File: config.mk
export PLATFORM = sky130hd
export DESIGN_NAME = fir_filter_circular_fract_core_flat
export DESIGN_NICKNAME = d
export VERILOG_FILES = /design/src/rtl/firc_pkg.sv /design/src/rtl/firc_if.sv /design/src/rtl/firc_ctrl.sv /design/src/rtl/firc_dp.sv /design/src/rtl/fir_filter_circular_fract_core.sv /design/src/flat_wrapper.sv
export VERILOG_INCLUDE_DIRS = /design/src /design/src/rtl
export SDC_FILE = /design/constraint.sdc
export NUM_CORES = 2
export LEC_CHECK = 0
export BUFFER_PORTS_ARGS = -buffer_cell sky130_fd_sc_hd__buf_2
export CAP_MARGIN = 15
export CORE_MARGIN = 2
export CORE_UTILIZATION = 25
export DETAILED_ROUTE_END_ITERATION = 10
export PLACE_DENSITY_LB_ADDON = 0.2
export SLEW_MARGIN = 15
export SYNTH_ARGS = -nofsm -noshare
export SYNTH_HDL_FRONTEND = slang
export SYNTH_SLANG_ARGS = --single-unit
File: constraint.sdc
create_clock -name clk -period 6.2 [get_ports clk]
set_input_delay 0.62 -clock clk [delete_from_list [all_inputs] [get_ports clk]]
set_output_delay 0.62 -clock clk [all_outputs]
set_load 0.02 [all_outputs]
File: src/rtl/fir_filter_circular_fract_core_macros.svh
// Assertion macros for the FIR core.
`ifndef FIR_FILTER_CIRCULAR_FRACT_CORE_MACROS_SVH
`define FIR_FILTER_CIRCULAR_FRACT_CORE_MACROS_SVH

// same-cycle implication, clocked on clk, off during rst
`define FIRC_ASSERT_IMP(label, ante, cons) \
  label: assert property (@(posedge clk) disable iff (rst) (ante) |-> (cons)) \
    else $error("firc assertion failed");

// next-cycle implication, clocked on clk, off during rst
`define FIRC_ASSERT_NEXT(label, ante, cons) \
  label: assert property (@(posedge clk) disable iff (rst) (ante) |=> (cons)) \
    else $error("firc assertion failed");

`endif

File: src/rtl/firc_pkg.sv
`timescale 1ns / 1ps

package firc_pkg;

  localparam int SAMPLE_W    = 16;
  localparam int TAP_W       = 7;
  localparam int KIND_W      = 2;
  localparam int COEFF_IDX_W = 6;
  localparam int CFG_IDX_W   = 1;

  localparam logic [KIND_W-1:0] KIND_SAMPLE = 2'd0;
  localparam logic [KIND_W-1:0] KIND_COEFF  = 2'd1;
  localparam logic [KIND_W-1:0] KIND_CLEAR  = 2'd2;

  localparam logic [CFG_IDX_W-1:0] REG_TAP_COUNT   = 1'b0;
  localparam logic [CFG_IDX_W-1:0] REG_OUTPUT_GAIN = 1'b1;

  localparam logic [TAP_W-1:0]           TAP_COUNT_RST   = 7'd64;
  localparam logic signed [SAMPLE_W-1:0] OUTPUT_GAIN_RST = 16'sd9830;

  typedef logic [KIND_W-1:0]           kind_t;
  typedef logic signed [SAMPLE_W-1:0]  q15_t;
  typedef logic [COEFF_IDX_W-1:0]      coeff_idx_t;
  typedef logic [CFG_IDX_W-1:0]        cfg_idx_t;
  typedef logic [SAMPLE_W-1:0]         cfg_data_t;
  typedef logic [TAP_W-1:0]            tap_count_t;

  typedef struct packed {
    logic clip;
    q15_t val;
  } sat_t;

  typedef struct packed {
    logic store;
    logic coef_wr;
    logic clear;
    logic issue;
    logic load;
  } cmd_t;

  typedef struct packed {
    logic last;
    logic busy;
    logic out_free;
  } stat_t;

  function automatic sat_t sat17(input logic signed [SAMPLE_W:0] v);
    sat_t r;
    if (v > 17'sd32767) begin
      r.clip = 1'b1;
      r.val  = 16'sh7fff;
    end else if (v < -17'sd32768) begin
      r.clip = 1'b1;
      r.val  = 16'sh8000;
    end else begin
      r.clip = 1'b0;
      r.val  = v[SAMPLE_W-1:0];
    end
    return r;
  endfunction

endpackage

File: src/rtl/firc_if.sv
`timescale 1ns / 1ps

interface firc_in_if;
  import firc_pkg::*;
  logic       valid;
  logic       ready;
  kind_t      kind;
  q15_t       sample;
  coeff_idx_t coeff_index;
  q15_t       coeff_value;
  modport source (output valid, kind, sample, coeff_index, coeff_value, input ready);
  modport sink (input valid, kind, sample, coeff_index, coeff_value, output ready);
endinterface

interface firc_out_if;
  import firc_pkg::*;
  logic valid;
  logic ready;
  q15_t filtered_sample;
  logic clipped;
  modport source (output valid, filtered_sample, clipped, input ready);
  modport sink (input valid, filtered_sample, clipped, output ready);
endinterface

File: src/rtl/firc_ctrl.sv
`timescale 1ns / 1ps

module firc_ctrl (
  input  logic            clk,
  input  logic            rst,
  input  logic            item_valid,
  input  firc_pkg::kind_t kind,
  output logic            item_ready,
  input  firc_pkg::stat_t stat,
  output firc_pkg::cmd_t  cmd
);
  import firc_pkg::*;

  localparam logic [1:0] ST_IDLE  = 2'd0;
  localparam logic [1:0] ST_RUN   = 2'd1;
  localparam logic [1:0] ST_DRAIN = 2'd2;

  logic [1:0] state;
  logic [1:0] state_next;

  always_comb begin
    cmd        = '0;
    state_next = state;
    item_ready = (state == ST_IDLE);
    unique case (state)
      ST_IDLE: begin
        if (item_valid) begin
          unique case (kind)
            KIND_SAMPLE: begin
              cmd.store  = 1'b1;
              state_next = ST_RUN;
            end
            KIND_COEFF: cmd.coef_wr = 1'b1;
            KIND_CLEAR: cmd.clear = 1'b1;
            default: ;
          endcase
        end
      end
      ST_RUN: begin
        cmd.issue = 1'b1;
        if (stat.last) state_next = ST_DRAIN;
      end
      ST_DRAIN: begin
        if (!stat.busy && stat.out_free) begin
          cmd.load   = 1'b1;
          state_next = ST_IDLE;
        end
      end
      default: state_next = ST_IDLE;
    endcase
  end

  always_ff @(posedge clk) begin
    if (rst) state <= ST_IDLE;
    else state <= state_next;
  end

endmodule

File: src/rtl/firc_dp.sv
`timescale 1ns / 1ps

module firc_dp #(
  parameter int MAX_TAP_COUNT = 64
) (
  input  logic                 clk,
  input  logic                 rst,
  input  firc_pkg::cmd_t       cmd,
  output firc_pkg::stat_t      stat,
  input  logic                 cfg_write,
  input  firc_pkg::cfg_idx_t   cfg_index,
  input  firc_pkg::cfg_data_t  cfg_data,
  input  firc_pkg::q15_t       sample,
  input  firc_pkg::coeff_idx_t coeff_index,
  input  firc_pkg::q15_t       coeff_value,
  firc_out_if.source           result
);
  import firc_pkg::*;

  localparam int AW = $clog2(MAX_TAP_COUNT);
  localparam int CW = $clog2(MAX_TAP_COUNT + 1);
  localparam int TW = (CW > TAP_W) ? CW : TAP_W;
  localparam int IW = (CW > COEFF_IDX_W) ? CW : COEFF_IDX_W;

  tap_count_t tap_count;
  q15_t       output_gain;

  q15_t hist_mem [MAX_TAP_COUNT];
  q15_t coef_mem [MAX_TAP_COUNT];
  logic [MAX_TAP_COUNT-1:0] hist_vld;
  logic [MAX_TAP_COUNT-1:0] coef_vld;

  logic [AW-1:0] write_position;
  logic [AW-1:0] rd_k;
  logic [AW-1:0] rd_m;

  logic [TW-1:0] tc_ext;
  logic [CW-1:0] eff_n;
  logic [AW-1:0] pos_now;
  logic [AW-1:0] pos_next;
  logic [AW-1:0] k_next;
  logic [IW-1:0] idx_ext;
  logic          idx_ok;

  logic s1_v, s2_v, s3_v;
  q15_t rd_c, rd_h;
  logic rd_cv, rd_hv;
  q15_t c_eff, h_eff;
  logic signed [2*SAMPLE_W-1:0] p1;
  logic signed [2*SAMPLE_W-1:0] p2;
  logic clip3;
  sat_t t1, t2, acc_sat;
  q15_t t1_val;
  q15_t acc;
  logic clip_acc;
  logic signed [SAMPLE_W:0] sum;

  logic out_valid;
  q15_t out_sample;
  logic out_clip;

  always_comb begin
    tc_ext = TW'(tap_count);
    if (tc_ext == '0) eff_n = CW'(1);
    else if (tc_ext > TW'(MAX_TAP_COUNT)) eff_n = CW'(MAX_TAP_COUNT);
    else eff_n = tc_ext[CW-1:0];
    pos_now  = (CW'(write_position) >= eff_n) ? '0 : write_position;
    pos_next = ((CW'(pos_now) + CW'(1)) >= eff_n) ? '0 : pos_now + AW'(1);
    k_next   = ((CW'(rd_k) + CW'(1)) >= eff_n) ? '0 : rd_k + AW'(1);
    idx_ext  = IW'(coeff_index);
    idx_ok   = idx_ext < IW'(MAX_TAP_COUNT);
  end

  assign stat.last     = (CW'(rd_m) == eff_n - CW'(1));
  assign stat.busy     = s1_v | s2_v | s3_v;
  assign stat.out_free = !out_valid || result.ready;

  always_ff @(posedge clk) begin
    if (rst) begin
      tap_count   <= TAP_COUNT_RST;
      output_gain <= OUTPUT_GAIN_RST;
    end else if (cfg_write) begin
      unique case (cfg_index)
        REG_TAP_COUNT:   tap_count <= cfg_data[TAP_W-1:0];
        REG_OUTPUT_GAIN: output_gain <= cfg_data;
        default: ;
      endcase
    end
  end

  // sample and coefficient stores, registered read
  always_ff @(posedge clk) begin
    if (cmd.store) hist_mem[pos_now] <= sample;
    if (cmd.coef_wr && idx_ok) coef_mem[idx_ext[AW-1:0]] <= coeff_value;
    rd_h <= hist_mem[rd_k];
    rd_c <= coef_mem[rd_m];
  end

  always_ff @(posedge clk) begin
    if (rst || cmd.clear) begin
      hist_vld       <= '0;
      coef_vld       <= '0;
      write_position <= '0;
    end else begin
      if (cmd.store) begin
        hist_vld[pos_now] <= 1'b1;
        write_position    <= pos_next;
      end
      if (cmd.coef_wr && idx_ok) coef_vld[idx_ext[AW-1:0]] <= 1'b1;
    end
  end

  always_ff @(posedge clk) begin
    if (cmd.store) begin
      rd_k <= pos_next;
      rd_m <= '0;
    end else if (cmd.issue) begin
      rd_k <= k_next;
      rd_m <= rd_m + AW'(1);
    end
    rd_hv <= hist_vld[rd_k];
    rd_cv <= coef_vld[rd_m];
  end

  always_comb begin
    c_eff   = rd_cv ? rd_c : '0;
    h_eff   = rd_hv ? rd_h : '0;
    t1      = sat17(p1[2*SAMPLE_W-1:SAMPLE_W-1]);
    t1_val  = t1.val;
    t2      = sat17(p2[2*SAMPLE_W-1:SAMPLE_W-1]);
    sum     = (SAMPLE_W+1)'(acc) + (SAMPLE_W+1)'(t2.val);
    acc_sat = sat17(sum);
  end

  always_ff @(posedge clk) begin
    if (rst) begin
      s1_v <= 1'b0;
      s2_v <= 1'b0;
      s3_v <= 1'b0;
    end else begin
      s1_v <= cmd.issue;
      s2_v <= s1_v;
      s3_v <= s2_v;
    end
  end

  always_ff @(posedge clk) begin
    p1    <= c_eff * h_eff;
    p2    <= t1_val * output_gain;
    clip3 <= t1.clip;
    if (cmd.store) begin
      acc      <= '0;
      clip_acc <= 1'b0;
    end else if (s3_v) begin
      acc      <= acc_sat.val;
      clip_acc <= clip_acc | clip3 | t2.clip | acc_sat.clip;
    end
  end

  always_ff @(posedge clk) begin
    if (rst) out_valid <= 1'b0;
    else if (cmd.load) out_valid <= 1'b1;
    else if (result.ready) out_valid <= 1'b0;
  end

  always_ff @(posedge clk) begin
    if (cmd.load) begin
      out_sample <= acc;
      out_clip   <= clip_acc;
    end
  end

  assign result.valid           = out_valid;
  assign result.filtered_sample = out_sample;
  assign result.clipped         = out_clip;

endmodule

File: src/rtl/fir_filter_circular_fract_core.sv
`timescale 1ns / 1ps
// Port       Role    Moves
// item       sink    kind, sample, coeff_index, coeff_value
// result     source  filtered_sample, clipped (one per sample item)
// cfg_*      write   tap_count (index 0), output_gain (index 1)
//
// A sample item loads its result once its walk of the n taps in use has drained the
// pipe, and the next item can transfer in the cycle after the load; one shared
// multiplier pair walks the taps one per cycle through a four-stage pipe.
// Coefficient, clear and unused items are taken without starting a walk.
// Synchronous reset empties history and coefficients at once through valid bits.
// A waiting result holds in the output register while the next item is taken;
// a walk that ends while it still waits holds until it transfers.

`include "fir_filter_circular_fract_core_macros.svh"

module fir_filter_circular_fract_core #(
  parameter int MAX_TAP_COUNT = 64
) (
  input  logic                clk,
  input  logic                rst,
  firc_in_if.sink             item,
  firc_out_if.source          result,
  input  logic                cfg_write,
  input  firc_pkg::cfg_idx_t  cfg_index,
  input  firc_pkg::cfg_data_t cfg_data
);
  import firc_pkg::*;

  cmd_t  cmd;
  stat_t stat;

  firc_ctrl u_ctrl (
    .clk        (clk),
    .rst        (rst),
    .item_valid (item.valid),
    .kind       (item.kind),
    .item_ready (item.ready),
    .stat       (stat),
    .cmd        (cmd)
  );

  firc_dp #(
    .MAX_TAP_COUNT (MAX_TAP_COUNT)
  ) u_dp (
    .clk         (clk),
    .rst         (rst),
    .cmd         (cmd),
    .stat        (stat),
    .cfg_write   (cfg_write),
    .cfg_index   (cfg_index),
    .cfg_data    (cfg_data),
    .sample      (item.sample),
    .coeff_index (item.coeff_index),
    .coeff_value (item.coeff_value),
    .result      (result)
  );

  `FIRC_ASSERT_IMP(a_accept_pipe_empty, item.valid && item.ready, !stat.busy)
  `FIRC_ASSERT_IMP(a_load_slot_free, cmd.load, stat.out_free && !stat.busy)
  `FIRC_ASSERT_NEXT(a_store_starts_walk, cmd.store, cmd.issue && !item.ready)

endmodule
File: src/flat_wrapper.sv
// flat-port wrapper written by rule: the top's interface ports become plain ports
module fir_filter_circular_fract_core_flat import firc_pkg::*;
#(
  parameter int MAX_TAP_COUNT = 64
)
  (clk, rst, cfg_write, cfg_index, cfg_data, item_valid, item_kind, item_sample, item_coeff_index, item_coeff_value, item_ready, result_valid, result_filtered_sample, result_clipped, result_ready);
  firc_in_if item_i ();
  firc_out_if result_i ();
  input  logic clk;
  input  logic rst;
  input  logic cfg_write;
  input  firc_pkg::cfg_idx_t cfg_index;
  input  firc_pkg::cfg_data_t cfg_data;
  input wire logic [$bits(item_i.valid)-1:0] item_valid;
  input wire logic [$bits(item_i.kind)-1:0] item_kind;
  input wire logic [$bits(item_i.sample)-1:0] item_sample;
  input wire logic [$bits(item_i.coeff_index)-1:0] item_coeff_index;
  input wire logic [$bits(item_i.coeff_value)-1:0] item_coeff_value;
  output wire logic [$bits(item_i.ready)-1:0] item_ready;
  output wire logic [$bits(result_i.valid)-1:0] result_valid;
  output wire logic [$bits(result_i.filtered_sample)-1:0] result_filtered_sample;
  output wire logic [$bits(result_i.clipped)-1:0] result_clipped;
  input wire logic [$bits(result_i.ready)-1:0] result_ready;
  assign item_i.valid = item_valid;
  assign item_i.kind = item_kind;
  assign item_i.sample = item_sample;
  assign item_i.coeff_index = item_coeff_index;
  assign item_i.coeff_value = item_coeff_value;
  assign item_ready = item_i.ready;
  assign result_valid = result_i.valid;
  assign result_filtered_sample = result_i.filtered_sample;
  assign result_clipped = result_i.clipped;
  assign result_i.ready = result_ready;
  fir_filter_circular_fract_core #(.MAX_TAP_COUNT(MAX_TAP_COUNT)) u_core (.clk(clk), .rst(rst), .item(item_i), .result(result_i), .cfg_write(cfg_write), .cfg_index(cfg_index), .cfg_data(cfg_data));
endmodule
==> summary.md <==
| Metric | Value |
|---|---|
| Status | `finished, violations left` |
| Violated checks | `antenna violations, negative setup slack` |
| CP Class | `reg -> reg` |
| DRC viols | `0` |
| Initial antenna violation count | `18` |
| Post-DP HPWL | `192 mm` |
| Sw Pwr | `13.5 mW` |
| Post-Syn Area per Cell | `about 16 sq um` |
| Worst Setup End Kind | `flip-flop` |
| WL/cell | `23.1 microns` |
| Vias | `59.1k` |
| Rel. slew slack | `14.4%` |
| Die area | `between 0.4 and 0.5 sq mm` |
| Share of cells above drive strength 1 | `a little under a quarter` |
| Tcrit/Tclk final | `103%` |
| Buffers on Ports | `80` |
| Slew Limit Fails | `0` |
| Final min period | `6.37 ns` |
| H-tree Lvls | `5` |
| Post-route ant nets | `1` |
| CTS tree | `yes` |
| HP Class | `in -> reg` |
| Finished layout cell area | `around 0.13 sq mm` |
| Clk network pwr share | `34.9%` |
| Clk sinks | `~2.3k` |
| RSZ-0062 raised after global routing | `yes` |
| First-pass GRT wire length | `446 mm` |
| Worst-Margin Slew | `1.28 ns` |
| Die Width | `663 microns` |
| Global placer's final weighted congestion | `0.826` |
| Crit path max fanout | `7` |
| Comb power frac | `approximately a quarter` |
| CP Launch Type | `flip-flop` |
| Post-synth EDFFs | `2,071` |
| Worst skew pair latency | `0.95 ns` |
| Gate Count Post-Synth | `6,748` |
| Root buf cell | `clkbuf_16` |
| Max-cap violations | `0` |
| GRT overflow | `0` |
| Filler instances | `43.0k` |
| Setup violators final | `14` |
| Yosys synthesis warning count | `0` |
| #FFs+latches synth | `around 2.3k` |
| Int Pwr | `32.2 mW` |
| Via-to-Cell Ratio | `4.46` |
| Clock Skews | `0.100 ns` |
| Distinct cells, synth | `78` |
| CP Data Arrival Time | `roughly 7.2 ns` |
| Async SR Flop Fraction | `0%` |
| Pin count of the biggest net entering global routing | `107` |
| Syn_nets | `7,531` |
| Final WS setup | `-0.171 ns` |
| Sw Share | `29.5%` |
| Final wirelength | `306 mm` |
| PwrDens | `354 mW/mm^2` |
| CTS Buf Count | `275` |
| Commonest non-fill, non-tap cell in the layout | `edfxtp_1` |
| Top_reg_cell synth | `edfxtp_1` |
| Clock transition at path regs | `0.06 ns` |
| Vias in the first global route | `62.8k` |
| DR pass1 iterations | `5` |
| DRT iter0 DRCs | `4,074` |
| Layout area overhead | `18.7%` |
| Total track usage | `13.7%` |
| Most frequent cells in the layout | `edfxtp_1 (2,071), inv_1 (601), mux4_2 (510)` |
| Flop pwr share | `38.7%` |
| Clk buf depth | `4` |
| Initial Util | `between 20 and 30%` |
| Static Leakage | `44.3 nW` |
| Cell Rows | `242` |
| Final hold vios | `0` |
| Nets | `slightly above 8k` |
| Dpl cell area | `0.119 sq mm` |
| DIE HEIGHT | `663 microns` |
| Maximum clock rate | `157 MHz` |
| Seq/Total Area, Yosys | `61.9%` |
| Cell area after synthesis | `approximately 0.11 sq mm` |
| Total core area | `0.434 sq mm` |
| Total chip power | `45.7 mW` |
| Reg2Reg Setup Slack | `-0.17 ns` |
| Peak VDD IR | `between 300 and 400 uV` |
| I/O pin count | `81` |
| Critical Path RT | `7.03 ns` |
==> path summary, 6_finish.rpt <==
path | startpoint | endpoint | cells past startpoint
hold reg to reg | u_core.u_dp.hist_vld[8] | u_core.u_dp.hist_vld[8] | 2
setup / recovery | u_core.u_dp.rd_cv | u_core.u_dp.p1[30] | 24
hold / removal | cfg_data[0] | u_core.u_dp.output_gain[0] | 3
setup reg to reg | u_core.u_dp.rd_cv | u_core.u_dp.p1[30] | 24
==> sequential cells by signal, summed over array words and instances, names as in the netlist, 2 cells and up <==
register,count
u_core.u_dp.hist_vld,64
u_core.u_dp.hist_mem,1024
u_core.u_dp.write_position,6
u_core.u_dp.p2,17
u_core.u_dp.coef_mem,1024
u_core.u_dp.rd_h,16
u_core.u_dp.rd_m,6
u_core.u_dp.rd_c,16
u_core.u_dp.tap_count,7
u_core.u_dp.acc,16
u_core.u_ctrl.state,2
u_core.u_dp.output_gain,16
u_core.u_dp.rd_k,6
u_core.u_dp.result.filtered_sample,16
u_core.u_dp.p1,17
u_core.u_dp.coef_vld,64
==> area by class of cell <==
| cell class | instances | area [sq um] | area share, % |
|---|---|---|---|
| repair buffers | 565 | 4520 | 3.51 |
| clock buffers | 357 | 7500 | 5.82 |
| flip-flops and latches | 2326 | 67300 | 52.2 |
| clock inverters | 143 | 1360 | 1.05 |
| diodes | 25 | 62.6 | 0.0485 |
| well taps | 5734 | 7170 | 5.56 |
| inverters | 627 | 2360 | 1.83 |
| multi-input cells | 3463 | 38600 | 30.0 |
==> metal layers <==
metal | routed length (microns) | vias up | share of wire [%] | track usage (%)
met3 | 11600 | 364 | 3.8 | 1.68
li1 | - | 26000 | - | -
met5 | 17 | - | 0.0056 | 0
met2 | 146000 | 1167 | 48 | 22.6
met1 | 142000 | 31600 | 46 | 19.2
met4 | 6700 | 2 | 2.2 | 3.26
==> power by group through the flow <==
stage / logic (mW) / clock network [mW] / registers (mW)
after global routing: 13.4 / 17.0 / 17.7
after floorplan: 7.60 / 0 / 17.7
after CTS: 12.2 / 16.4 / 17.7
after global placement: 11.6 / 0 / 18.0
after detailed placement: 11.7 / 0 / 18.0
final: 12.0 / 15.9 / 17.7
==> kinds of logic (layout without fill, tap and decap cells) <==
logic type / after synthesis / after routing / share of synthesized area [%]
DFF: 2326 / 2326 / 61.9
and+or+nand+nor: 1210 / 1210 / 4.91
buffers and inverters: 959 / 1692 / 3.40
muxes: 789 / 789 / 13.2
adders and majority gates: 733 / 733 / 12.0
AOI/OAI and AO/OA: 657 / 657 / 3.90
xor gates and xnor gates: 74 / 74 / 0.596
other: 0 / 25 / 0
==> Yosys cell counts, types with 6 or more instances <==
cell	n	share of area, %
mux2i_1	211	1.9
ha_1	197	2.3
nor2b_1	14	0.081
o2111ai_2	6	0.083
nand3_1	33	0.15
mux4_2	510	11
buf_2	62	0.29
maj3_1	12	0.11
or3b_1	6	0.048
nor3_1	23	0.11
xor2_1	17	0.14
edfxtp_1	2071	57
o21a_1	63	0.44
o21ai_1	24	0.11
and3_1	6	0.035
o221ai_1	68	0.55
nand3b_1	16	0.11
nand2_1	467	1.6
clkbuf_1	219	0.76
nor2_1	433	1.5
o211ai_1	9	0.062
dfxtp_1	255	4.7
nand2b_1	20	0.12
mux2_2	68	0.70
or3_1	12	0.069
and2_0	8	0.046
o21ai_0	111	0.51
a211oi_1	7	0.048
a21oi_1	205	0.94
inv_1	627	2.2
fa_1	524	9.7
xnor2_1	57	0.46
nand4_1	7	0.040
a31oi_1	18	0.10
and2_1	142	0.82
a21o_1	29	0.20
o22ai_1	70	0.40
buf_1	48	0.17
==> per-stage QoR <==
step / setup slack, ns / hold WS (ns) / cells / utilization [%] / setup TNS, ns
final: -0.171 / 0.109 / 13200 / 29.7 / -0.958
after global routing: -0.400 / 0.0505 / 13200 / 29.7 / -4.93
after CTS: -0.227 / 0.0252 / 13200 / 29.6 / -2.01
after detailed placement: -0.402 / 0.438 / 12700 / 27.4 / -6.00
after global placement: -0.402 / 0.432 / 12700 / 27.4 / -5.34
after floorplan: -0.0314 / 0.422 / 6748 / - / -0.0314
==> critical path, cell delays in order (launching register included) <==
cell and delay (ns):
dfxtp_4 0.40, buf_6 0.15, buf_6 0.10, and2_4 0.17, buf_6 0.11, nand2_2 0.05
fa_2 0.53, inv_2 0.04, fa_2 0.53, fa_1 0.43, ha_1 0.30, fa_1 0.48
inv_1 0.05, fa_1 0.47, inv_1 0.04, ha_1 0.28, and3_4 0.19, o21ai_2 0.20
and3_4 0.25, a2111oi_4 0.10, o31a_4 0.33, o211a_4 0.28, o221a_4 0.24, or4_1 0.41
o311ai_1 0.11
==> repair_timing <==
action                     CTS  global route
setup endpoints to repair   23            27
pin swaps                   72            77
buffers inserted            31            13
gates resized for setup    160            77
hold buffers                11             0
cloned                       0             0
hold endpoints to repair    11             0
(Power assumes the default switching activity.)
